==> src/rtl/fbfl_pkg.sv <==
// fbfl_pkg: shared types, codes and widths of the fixed-block free-list allocator
`default_nettype none

package fbfl_pkg;

    localparam int MAX_BLOCKS_DEFAULT = 256;
    localparam int INDEX_REACH        = 256;

    localparam int CMD_W    = 2;
    localparam int IDX_W    = 8;
    localparam int STATUS_W = 2;
    localparam int COUNT_W  = 9;
    localparam int LINK_W   = 9;

    localparam int S_DATA_W = 16;
    localparam int M_DATA_W = 24;

    typedef enum logic [CMD_W-1:0] {
        CMD_FORMAT  = 2'd0,
        CMD_ACQUIRE = 2'd1,
        CMD_RELEASE = 2'd2,
        CMD_NONE    = 2'd3
    } cmd_t;

    typedef enum logic [STATUS_W-1:0] {
        ST_OK    = 2'd0,
        ST_EMPTY = 2'd1,
        ST_FULL  = 2'd2,
        ST_RANGE = 2'd3
    } status_t;

    typedef enum logic [1:0] {
        FSM_IDLE,
        FSM_FORMAT,
        FSM_FINISH
    } fsm_state_t;

    typedef struct packed {
        logic in_ready;
        logic fmt_step;
        logic commit;
    } ctrl_cmd_t;

    typedef struct packed {
        logic in_valid;
        logic in_is_format;
        logic fmt_none;
        logic fmt_last;
        logic out_free;
    } dp_status_t;

endpackage

`default_nettype wire

==> src/rtl/fbfl_ctrl.sv <==
// fbfl_ctrl: sequencing state machine of the free-list allocator
`default_nettype none

module fbfl_ctrl (
    input  wire                     aclk,
    input  wire                     aresetn,
    input  fbfl_pkg::dp_status_t    status,
    output fbfl_pkg::ctrl_cmd_t     ctrl
);

    fbfl_pkg::fsm_state_t state_reg;
    fbfl_pkg::fsm_state_t state_next;

    always_ff @(posedge aclk) begin
        if (!aresetn) begin
            state_reg <= fbfl_pkg::FSM_IDLE;
        end else begin
            state_reg <= state_next;
        end
    end

    always_comb begin
        state_next = state_reg;
        unique case (state_reg)
            fbfl_pkg::FSM_IDLE: begin
                if (status.in_valid) begin
                    if (status.in_is_format && !status.fmt_none) begin
                        state_next = fbfl_pkg::FSM_FORMAT;
                    end else begin
                        state_next = fbfl_pkg::FSM_FINISH;
                    end
                end
            end
            fbfl_pkg::FSM_FORMAT: begin
                if (status.fmt_last) begin
                    state_next = fbfl_pkg::FSM_FINISH;
                end
            end
            fbfl_pkg::FSM_FINISH: begin
                if (status.out_free) begin
                    state_next = fbfl_pkg::FSM_IDLE;
                end
            end
            default: begin
                state_next = fbfl_pkg::FSM_IDLE;
            end
        endcase
    end

    always_comb begin
        ctrl = '0;
        unique case (state_reg)
            fbfl_pkg::FSM_IDLE:   ctrl.in_ready = 1'b1;
            fbfl_pkg::FSM_FORMAT: ctrl.fmt_step = 1'b1;
            fbfl_pkg::FSM_FINISH: ctrl.commit   = status.out_free;
            default:              ctrl = '0;
        endcase
    end

endmodule

`default_nettype wire

==> src/rtl/fbfl_dp.sv <==
// fbfl_dp: link store, head and count registers, and result register
`default_nettype none

module fbfl_dp #(
    parameter int MAX_BLOCKS = fbfl_pkg::MAX_BLOCKS_DEFAULT
) (
    input  wire                             aclk,
    input  wire                             aresetn,
    input  fbfl_pkg::ctrl_cmd_t             ctrl,
    output fbfl_pkg::dp_status_t            status,
    input  wire                             s_tvalid,
    input  wire [fbfl_pkg::S_DATA_W-1:0]    s_tdata,
    output logic                            m_tvalid,
    input  wire                             m_tready,
    output logic [fbfl_pkg::M_DATA_W-1:0]   m_tdata,
    input  wire                             cfg_valid,
    input  wire [fbfl_pkg::COUNT_W-1:0]     cfg_data
);

    localparam int DEPTH  = (MAX_BLOCKS < fbfl_pkg::INDEX_REACH) ?
                            MAX_BLOCKS : fbfl_pkg::INDEX_REACH;
    localparam int ADDR_W = $clog2(DEPTH);
    localparam logic [fbfl_pkg::COUNT_W-1:0] DEPTH_CAP = fbfl_pkg::COUNT_W'(DEPTH);

    logic [fbfl_pkg::LINK_W-1:0]    link_mem [DEPTH];
    logic [fbfl_pkg::LINK_W-1:0]    rd_link_reg;

    logic [fbfl_pkg::COUNT_W-1:0]   num_blocks_reg;
    logic [fbfl_pkg::LINK_W-1:0]    head_reg;
    logic [fbfl_pkg::LINK_W-1:0]    head_next;
    logic [fbfl_pkg::COUNT_W-1:0]   free_reg;
    logic [fbfl_pkg::COUNT_W-1:0]   free_next;
    logic [fbfl_pkg::COUNT_W-1:0]   pool_reg;
    logic [fbfl_pkg::COUNT_W-1:0]   pool_next;
    logic [fbfl_pkg::COUNT_W-1:0]   fmt_cnt_reg;
    logic [fbfl_pkg::COUNT_W-1:0]   fmt_cnt_inc;

    fbfl_pkg::cmd_t                 cmd_reg;
    logic [fbfl_pkg::IDX_W-1:0]     bidx_reg;

    logic [fbfl_pkg::COUNT_W-1:0]   n_sat;
    logic [fbfl_pkg::COUNT_W-1:0]   bidx_ext;
    logic                           accept;
    logic                           out_valid_reg;
    logic [fbfl_pkg::M_DATA_W-1:0]  out_data_reg;

    logic                           wr_en;
    logic [ADDR_W-1:0]              wr_addr;
    logic [fbfl_pkg::LINK_W-1:0]    wr_data;
    logic [fbfl_pkg::IDX_W-1:0]     granted;
    fbfl_pkg::status_t              res_status;

    assign accept      = ctrl.in_ready && s_tvalid;
    assign n_sat       = (num_blocks_reg > DEPTH_CAP) ? DEPTH_CAP : num_blocks_reg;
    assign fmt_cnt_inc = fmt_cnt_reg + fbfl_pkg::COUNT_W'(1);
    assign bidx_ext    = {1'b0, bidx_reg};

    assign status.in_valid     = s_tvalid;
    assign status.in_is_format = (fbfl_pkg::cmd_t'(s_tdata[fbfl_pkg::CMD_W-1:0])
                                  == fbfl_pkg::CMD_FORMAT);
    assign status.fmt_none     = (n_sat == '0);
    assign status.fmt_last     = (fmt_cnt_inc == n_sat);
    assign status.out_free     = !out_valid_reg || m_tready;

    // config register
    always_ff @(posedge aclk) begin
        if (!aresetn) begin
            num_blocks_reg <= fbfl_pkg::COUNT_W'(fbfl_pkg::INDEX_REACH);
        end else if (cfg_valid) begin
            num_blocks_reg <= cfg_data;
        end
    end

    // item capture and format sweep counter
    always_ff @(posedge aclk) begin
        if (accept) begin
            cmd_reg     <= fbfl_pkg::cmd_t'(s_tdata[fbfl_pkg::CMD_W-1:0]);
            bidx_reg    <= s_tdata[fbfl_pkg::CMD_W +: fbfl_pkg::IDX_W];
            fmt_cnt_reg <= '0;
        end else if (ctrl.fmt_step) begin
            fmt_cnt_reg <= fmt_cnt_inc;
        end
    end

    // commit of one item, and link writes of the format sweep
    always_comb begin
        head_next  = head_reg;
        free_next  = free_reg;
        pool_next  = pool_reg;
        granted    = '0;
        res_status = fbfl_pkg::ST_OK;
        wr_en      = 1'b0;
        wr_addr    = fmt_cnt_reg[ADDR_W-1:0];
        wr_data    = fmt_cnt_inc;
        if (ctrl.fmt_step) begin
            wr_en = 1'b1;
        end
        unique case (cmd_reg)
            fbfl_pkg::CMD_FORMAT: begin
                pool_next = n_sat;
                free_next = n_sat;
                head_next = '0;
            end
            fbfl_pkg::CMD_ACQUIRE: begin
                if (free_reg == '0) begin
                    res_status = fbfl_pkg::ST_EMPTY;
                end else begin
                    granted   = head_reg[fbfl_pkg::IDX_W-1:0];
                    head_next = rd_link_reg;
                    free_next = free_reg - fbfl_pkg::COUNT_W'(1);
                end
            end
            fbfl_pkg::CMD_RELEASE: begin
                priority if (bidx_ext >= pool_reg) begin
                    res_status = fbfl_pkg::ST_RANGE;
                end else if (free_reg >= pool_reg) begin
                    res_status = fbfl_pkg::ST_FULL;
                end else begin
                    head_next = bidx_ext;
                    free_next = free_reg + fbfl_pkg::COUNT_W'(1);
                    if (ctrl.commit) begin
                        wr_en   = 1'b1;
                        wr_addr = bidx_reg[ADDR_W-1:0];
                        wr_data = head_reg;
                    end
                end
            end
            default: begin
                res_status = fbfl_pkg::ST_OK;
            end
        endcase
    end

    always_ff @(posedge aclk) begin
        if (wr_en) begin
            link_mem[wr_addr] <= wr_data;
        end
        rd_link_reg <= link_mem[head_reg[ADDR_W-1:0]];
    end

    always_ff @(posedge aclk) begin
        if (!aresetn) begin
            head_reg <= '0;
            free_reg <= '0;
            pool_reg <= '0;
        end else if (ctrl.commit) begin
            head_reg <= head_next;
            free_reg <= free_next;
            pool_reg <= pool_next;
        end
    end

    // result register
    always_ff @(posedge aclk) begin
        if (!aresetn) begin
            out_valid_reg <= 1'b0;
        end else if (ctrl.commit) begin
            out_valid_reg <= 1'b1;
        end else if (m_tready) begin
            out_valid_reg <= 1'b0;
        end
    end

    always_ff @(posedge aclk) begin
        if (ctrl.commit) begin
            out_data_reg <= {5'd0, free_next, res_status, granted};
        end
    end

    assign m_tvalid = out_valid_reg;
    assign m_tdata  = out_data_reg;

endmodule

`default_nettype wire

==> src/rtl/fixed_block_free_list_allocator.sv <==
// fixed_block_free_list_allocator: top level of the fixed-block free-list allocator
//
//  channel   direction  fields (lowest bit up)
//  s_        in         tdata: cmd[1:0], block_index[9:2], zero fill
//  m_        out        tdata: granted_index[7:0], status[9:8], free_count[18:10], zero fill
//  cfg_      in         cfg_data: num_blocks[8:0]
//
// acquire, release and unused commands go through accept, then commit
// after the registered link-store read
// format writes n links, n the saturated block count, one link written per cycle
// a finished result waiting in the output register holds only the commit of the next item
// aresetn is synchronous; it empties the pool, the link store keeps no reset
`default_nettype none

module fixed_block_free_list_allocator #(
    parameter int MAX_BLOCKS = fbfl_pkg::MAX_BLOCKS_DEFAULT
) (
    input  wire                             aclk,
    input  wire                             aresetn,
    input  wire                             s_tvalid,
    output logic                            s_tready,
    input  wire [fbfl_pkg::S_DATA_W-1:0]    s_tdata,   // cmd, block_index
    output logic                            m_tvalid,
    input  wire                             m_tready,
    output logic [fbfl_pkg::M_DATA_W-1:0]   m_tdata,   // granted_index, status, free_count
    input  wire                             cfg_valid,
    output logic                            cfg_ready,
    input  wire [fbfl_pkg::COUNT_W-1:0]     cfg_data
);

    fbfl_pkg::ctrl_cmd_t  ctrl;
    fbfl_pkg::dp_status_t status;

    fbfl_ctrl u_ctrl (
        .aclk    (aclk),
        .aresetn (aresetn),
        .status  (status),
        .ctrl    (ctrl)
    );

    fbfl_dp #(
        .MAX_BLOCKS (MAX_BLOCKS)
    ) u_dp (
        .aclk      (aclk),
        .aresetn   (aresetn),
        .ctrl      (ctrl),
        .status    (status),
        .s_tvalid  (s_tvalid),
        .s_tdata   (s_tdata),
        .m_tvalid  (m_tvalid),
        .m_tready  (m_tready),
        .m_tdata   (m_tdata),
        .cfg_valid (cfg_valid),
        .cfg_data  (cfg_data)
    );

    assign s_tready  = ctrl.in_ready;
    assign cfg_ready = 1'b1;

`ifndef SYNTHESIS
    a_busy_after_accept: assert property (@(posedge aclk) disable iff (!aresetn)
        (s_tvalid && s_tready) |=> !s_tready)
        else $error("item accepted while previous one still in work");

    a_commit_needs_room: assert property (@(posedge aclk) disable iff (!aresetn)
        ctrl.commit |-> (!m_tvalid || m_tready))
        else $error("commit would overwrite an untaken result");

    a_commit_shows_result: assert property (@(posedge aclk) disable iff (!aresetn)
        ctrl.commit |=> m_tvalid)
        else $error("committed item gave no result");

    a_empty_result: assert property (@(posedge aclk) disable iff (!aresetn)
        (m_tvalid && (m_tdata[9:8] == fbfl_pkg::ST_EMPTY))
            |-> (m_tdata[7:0] == '0 && m_tdata[18:10] == '0))
        else $error("empty status with a grant or free blocks");
`endif

endmodule

`default_nettype wire
==> config.mk <==
export PLATFORM = sky130hd
export DESIGN_NAME = fixed_block_free_list_allocator
export DESIGN_NICKNAME = d
export VERILOG_FILES = /design/src/rtl/fbfl_pkg.sv /design/src/rtl/fbfl_ctrl.sv /design/src/rtl/fbfl_dp.sv /design/src/rtl/fixed_block_free_list_allocator.sv
export SDC_FILE = /design/constraint.sdc
export NUM_CORES = 2
export LEC_CHECK = 0
export BUFFER_PORTS_ARGS = -buffer_cell sky130_fd_sc_hd__buf_2
export CELL_PAD_IN_SITES_DETAIL_PLACEMENT = 1
export CELL_PAD_IN_SITES_GLOBAL_PLACEMENT = 2
export CORE_UTILIZATION = 53
export CTS_CLUSTER_SIZE = 30
export DETAILED_ROUTE_END_ITERATION = 6
export PLACE_DENSITY = 0.85
export SYNTH_ARGS = -nofsm -noshare
export SYNTH_HDL_FRONTEND = slang
export SYNTH_SLANG_ARGS = --single-unit
==> constraint.sdc <==
create_clock -name aclk -period 22.8 [get_ports aclk]
set_input_delay 4.56 -clock aclk [delete_from_list [all_inputs] [get_ports aclk]]
set_output_delay 4.56 -clock aclk [all_outputs]
set_load 0.02 [all_outputs]
# Word level (Yosys, flattened, before mapping)
# Memories as Yosys holds them, arrays and structs flattened. A register that Yosys moved wholly into a read port is not among the register bits.
# Cells that the tools add are included.
totals:
  mem_count: 1
  ram_bits: 2304
  in_bits: 30
  out_inout_bits: 27
  regBits: 77
  elab_cells: 84
mem_list:
  columns: ["name", "depth", "word_bits", "read_ports", "rd_clocked_by_memory_dff", "write_ports", "line", "text"]
  rows:
  - ["u_dp.link_mem", 256, 9, 1, 1, 1, "fbfl_dp.sv:25", "logic [fbfl_pkg::LINK_W-1:0] link_mem [DEPTH];"]
op_classes:
  bitwise: 1
  add_sub_neg: 3
  n_lt_le_gt_ge: 3
  mux: 38
  n_eq_ne: 11
  n_reduce_logical: 16
op_table:
  columns: ["operator", "count"]
  rows:
  - ["$mux 9", 11]
  - ["$pmux 9 s3", 2]
  - ["$mux 8", 4]
  - ["$add 9x1->9 const B", 2]
  - ["$logic_not 9->1", 2]
  - ["$mux 1", 13]
  - ["$mux 2", 6]
  - ["$ne 2x2->1 const B", 5]
  - ["$eq 9x9->1", 1]
  - ["$ge 8x9->1", 1]
  - ["$ge 9x9->1", 1]
  - ["$gt 9x9->1 const B", 1]
  - ["$sub 9x1->9 const B", 1]
  - ["$logic_not 2->1", 3]
  - ["$pmux 2 s3", 1]
  - ["$reduce_and 5->1", 1]
  - ["$eq 2x1->1 const B", 2]
  - ["$eq 2x2->1 const B", 2]
  - ["$pmux 2 s2", 1]
  - ["$reduce_and 3->1", 1]
  - ["$reduce_bool 3->1", 1]
  - ["$logic_and 1x1->1", 2]
  - ["$logic_not 1->1", 2]
  - ["$ne 2x1->1 const B", 1]
  - ["5 further kinds", 5]

# Logic depth before layout (Yosys ltp)
logic_depth:
  word_depth: 9
  mapped_depth: 12
  ltp_nobuf: 9

# By module
# A second synthesis with hierarchy kept.
hier_totals:
  cells_unflattened: 4208
  area_unflattened_um2: 84748.8
modules_own_cells:
  columns: ["module", "n_inst", "area_each_um2", "seq_area_each_um2", "cells_per_inst"]
  rows:
  - ["fbfl_dp", 1, 84617.4, 63430.8, 4191]
  - ["fbfl_ctrl", 1, 120.1, 40.0, 15]
  - ["fixed_block_free_list_allocator", 1, 11.3, 0.0, 2]

# Worst setup path after synthesis
# OpenSTA, ideal clock, no wires.
synth_path:
  path_type: "input-to-reg"
  start: "input m_tready"
  end: "memory u_dp.link_mem[0][7] (netlist name) (data pin)"
  setup_slack_ps: 7672
  path_buffers: 3
  setup_time_ps: 1729
  stages: 8
  required_time_ps: 21071
  arrival_ps: 13399
  path_cell_list: "nand2b_1 nand3_1 inv_1 clkbuf_1 nand4_2 buf_2 clkbuf_1 a31oi_1"
synth_lines:
  columns: ["element", "line", "text"]
  rows:
  - ["from (decl)", "fixed_block_free_list_allocator.sv:24", "input wire m_tready,"]
  - ["to (decl)", "fbfl_dp.sv:25", null]

# Worst setup path in the final report
layout_path:
  start: "input m_tready"
  end: "memory u_dp.link_mem[95][7] (netlist name) (data pin)"
layout_between:
  elab_chain_len: 6
layout_lines:
  columns: ["element", "line", "text"]
  rows:
  - ["$logic_or 1x1->1", "fbfl_dp.sv:63", "assign status.out_free = !out_valid_reg || m_tready;"]
  - ["$mux 1", "fbfl_ctrl.sv:52", "unique case (state_reg)"]
  - ["$mux 9", "fbfl_dp.sv:121", "if (ctrl.commit) begin"]
  - ["$mux 9", "fbfl_dp.sv:116", "end else if (free_reg >= pool_reg) begin"]
  - ["$mux 9", "fbfl_dp.sv:114", "priority if (bidx_ext >= pool_reg) begin"]
  - ["$mux 9", "fbfl_dp.sv:98", "unique case (cmd_reg)"]
  - ["net u_dp.wr_data, one bit", "fbfl_dp.sv:49", "logic [fbfl_pkg::LINK_W-1:0] wr_data;"]
# The timed path passes the listed nets, and every way through them passes these cells.

==> results.cfg <==
[yosys]
netlist_top_cells_count = 2,077 x edfxtp_1, 399 x mux2i_1, 378 x mux4_2
yosys.area.top_type_share_pct = 73.5
synth_area_sq_mm = 0.0849
syn-mean-instance-area_sq_um = 18.9
synth.distinct_cells = 80
yosys.area.top_type = edfxtp_1
yosysSeqAreaShare_pct = 74.8
yosysMostFrequentCell = edfxtp_1
synth_cells = 4483
synthFlopType = edfxtp_1
synth_edf_count = 2077
synthTopCellsByArea = edfxtp_1 73%, mux4_2 10%, mux2i_1 4.7%
ys_ff_latch = 2132
synth_warnings = 0
async_reset_ff_share_pct = 0

[worst_setup_path]
crit_fanout = 77
r2r-start = u_dp.free_reg[5]$_SDFFE_PN0P_
cp.arrival_ns = 9.98
crit_chain = buf_2 > nand2b_1 > nand3_1 > inv_1 > nand4_4 > buf_4 > nor2_1 > a31oi_4 > buf_4 > buf_4 > buf_4
criticalPathCategory = input port to flip-flop
r2r_end = u_dp.link_mem[95][7]$_DFFE_PP_
cp_top_family = buffers and inverters
end_kind = flip-flop
cp-start-kind = input port
cpMaxStageDelayCell = a31oi_4
ff2ff_path_depth = 10
critPathMostFrequentCell = buf_4
cp_num_buf_inv = 6
crit_cells = 11
crit_required_ns = 23.30
slowest_delay_ns = 1.02
reg2reg_setup_slack_ns = 15.95

[detailed_routing]
drc = 0
met3_length_um = 16100
vias = 44700
wl_met2_um = 113000
wl_met1_um = 88600
wl_per_cell_um = 33.5
firstDrtPassIters = 5
drt-vias-per-instance = 6.58
top_layer = met5
first_iter_violations = 4798
ant_nets = 0
routed_wl_um = 228000

[layout]
syn2layout_area_growth_pct = 11.1
num-nets-final = 4596
drive_above_1_share_pct = 18.5
regMostFlops = u_dp.link_mem
fin_util_pct = 59.4
largest_register_ffs = 2048
num-fill-cells = 13400

[grt]
grt_pass1_vias = 46800
antenna_found_initial = 6
grt_pass1_wl_um = 328000
grt_usage_pct = 28.2
grt_max_degree = 229
overflow = 0

[clocking]
path_clk_slew_ns = 0.06
postCtsSetupBuffers = 0
h-tree-depth = 4
cts_made_buffers = 209
cts_sinks = 2132
cts_tree = yes
clk_latency_ns = 0.87
ctsHoldBuffers = 0
ctsResizeCount = 0
cts-root-buf = clkbuf_16
cts_buffer_depth = 3

[sta]
max_freq_mhz = 106
fin_skew_ns = 0.0416
setup-violations-final = 0
layout_setup_ws_ns = 13.33
hold_viol = 0
period_share_pct = 41.5
tightest_slew_ns = 1.30
drv_slew = 0
tns_ns = 0
finalCriticalPeriod_ns = 9.47
slew_headroom_pct = 13.4
rsz0062_at_grt = no

[power_and_ir_drop]
power_density_mw_per_mm2 = 84.2
leakage_uw = 0.0282
power_frac_comb_pct = 2.6
switching_power_uw = 1660
clock_power_share_pct = 43.1
p_seq_share_pct = 54.3
switching_share_pct = 20.9
power.total_uw = 7930
peakVddDrop_mv = 0.0722
power.internal_uw = 6280

[placed_design]
io_buffers = 44
gp_congestion = 0.849
place.detailed.hpwl_um = 136000
dpl_worst_slack_ns = 12.52

[floorplan]
die_y_um = 402
die_area_sq_mm = 0.162
fp.coreArea_sq_mm = 0.159
boundaryPins = 57
initial_utilization_pct = 53.5
fp-row-count = 146
die_width_um = 402

[hold_path]
hold_start = u_dp.pool_reg[2]$_SDFFE_PN0P_
holdCritPathClass = flip-flop to flip-flop
hold_path_end = u_dp.pool_reg[2]$_SDFFE_PN0P_
worstHoldPathCells = 2

[run]
max_cap_viol_count = 0

[status]
status = finished clean
## worst reg2reg max path: stages, from the launching register on
cell	delay, ns
dfxtp_1	0.67
ha_1	0.35
and4_1	0.23
a221o_1	0.39
a211oi_2	0.63
nand4_4	0.14
buf_4	0.40
a31oi_4	1.12
buf_4	0.76
buf_4	0.86
buf_4	0.91
## worst max-delay path by stage
stage	startpoint	end	slack [ns]
after floorplan	m_tready	u_dp.link_mem[0][7]$_DFFE_PP_	7.67
after global placement	m_tready	u_dp.link_mem[74][7]$_DFFE_PP_	12.80
after detailed placement	m_tready	u_dp.link_mem[75][7]$_DFFE_PP_	12.52
after CTS	m_tready	u_dp.link_mem[75][7]$_DFFE_PP_	13.41
after global routing	m_tready	u_dp.link_mem[95][7]$_DFFE_PP_	13.12
final	m_tready	u_dp.link_mem[95][7]$_DFFE_PP_	13.33
## metrics by stage
step	cell area, sq um	hold slack, ns	instances
floorplan	84900	0.479	4487
global placement	87500	0.499	6403
detailed placement	87500	0.504	6403
CTS	94300	0.519	6786
global route	94300	0.540	6787
finish	94300	0.517	6788
## metal layers
layer  up-vias  track usage (%)
met5         -                0
met3       465             4.53
li1      18400                -
met1     23800             37.6
met4         4             12.1
met2      2005             46.4
## area by class of cell
class                           instances  area, sq um  area share [%]
Sequential cell                      2132        63500            67.4
Multi-Input combinational cell       2043        20400            21.7
Clock buffer                          259         5480            5.82
Tap cell                             2072         2590            2.75
Clock inverter                        124         1250            1.33
Timing Repair Buffer                  130          916           0.972
Inverter                               26         97.6           0.104
Antenna cell                            2         5.00         0.00531
## cells by family after synthesis
family                     share of synthesized area, %
DFF                                                74.8
AOI/OAI and AO/OA                                  4.09
and+or+nand+nor                                    3.83
xor gates and xnor gates                          0.156
buffers and inverters                              1.58
adders and majority gates                         0.354
other                                           0.00885
muxes                                              15.2
## cell usage in the layout, fill, tap and decap left out, types with 20 or more instances in the layout
cell	instances
clkbuf_1	47
buf_4	82
a21oi_1	71
nor2b_1	31
inv_1	25
a211oi_1	32
mux4_2	378
nor2_1	333
o21ai_0	57
nand2b_1	20
nand4_1	29
nand3_1	65
ha_1	24
dfxtp_1	49
nand2_1	113
a221oi_1	22
edfxtp_1	2077
clkinv_2	30
clkbuf_16	212
mux2i_1	398
nor3_1	28
clkinv_1	51
o22ai_1	50
buf_2	44
a22oi_1	106
## power by group through the flow
stage | clock (uW) | combinational, uW | sequential (uW)
detailed placement | 0 | 206 | 4390
CTS | 3450 | 207 | 4310
global placement | 0 | 198 | 4390
finish | 3420 | 208 | 4310
floorplan | 0 | 125 | 4400
global route | 3570 | 219 | 4310
No activity file was read; power rests on OpenSTA's default activity.
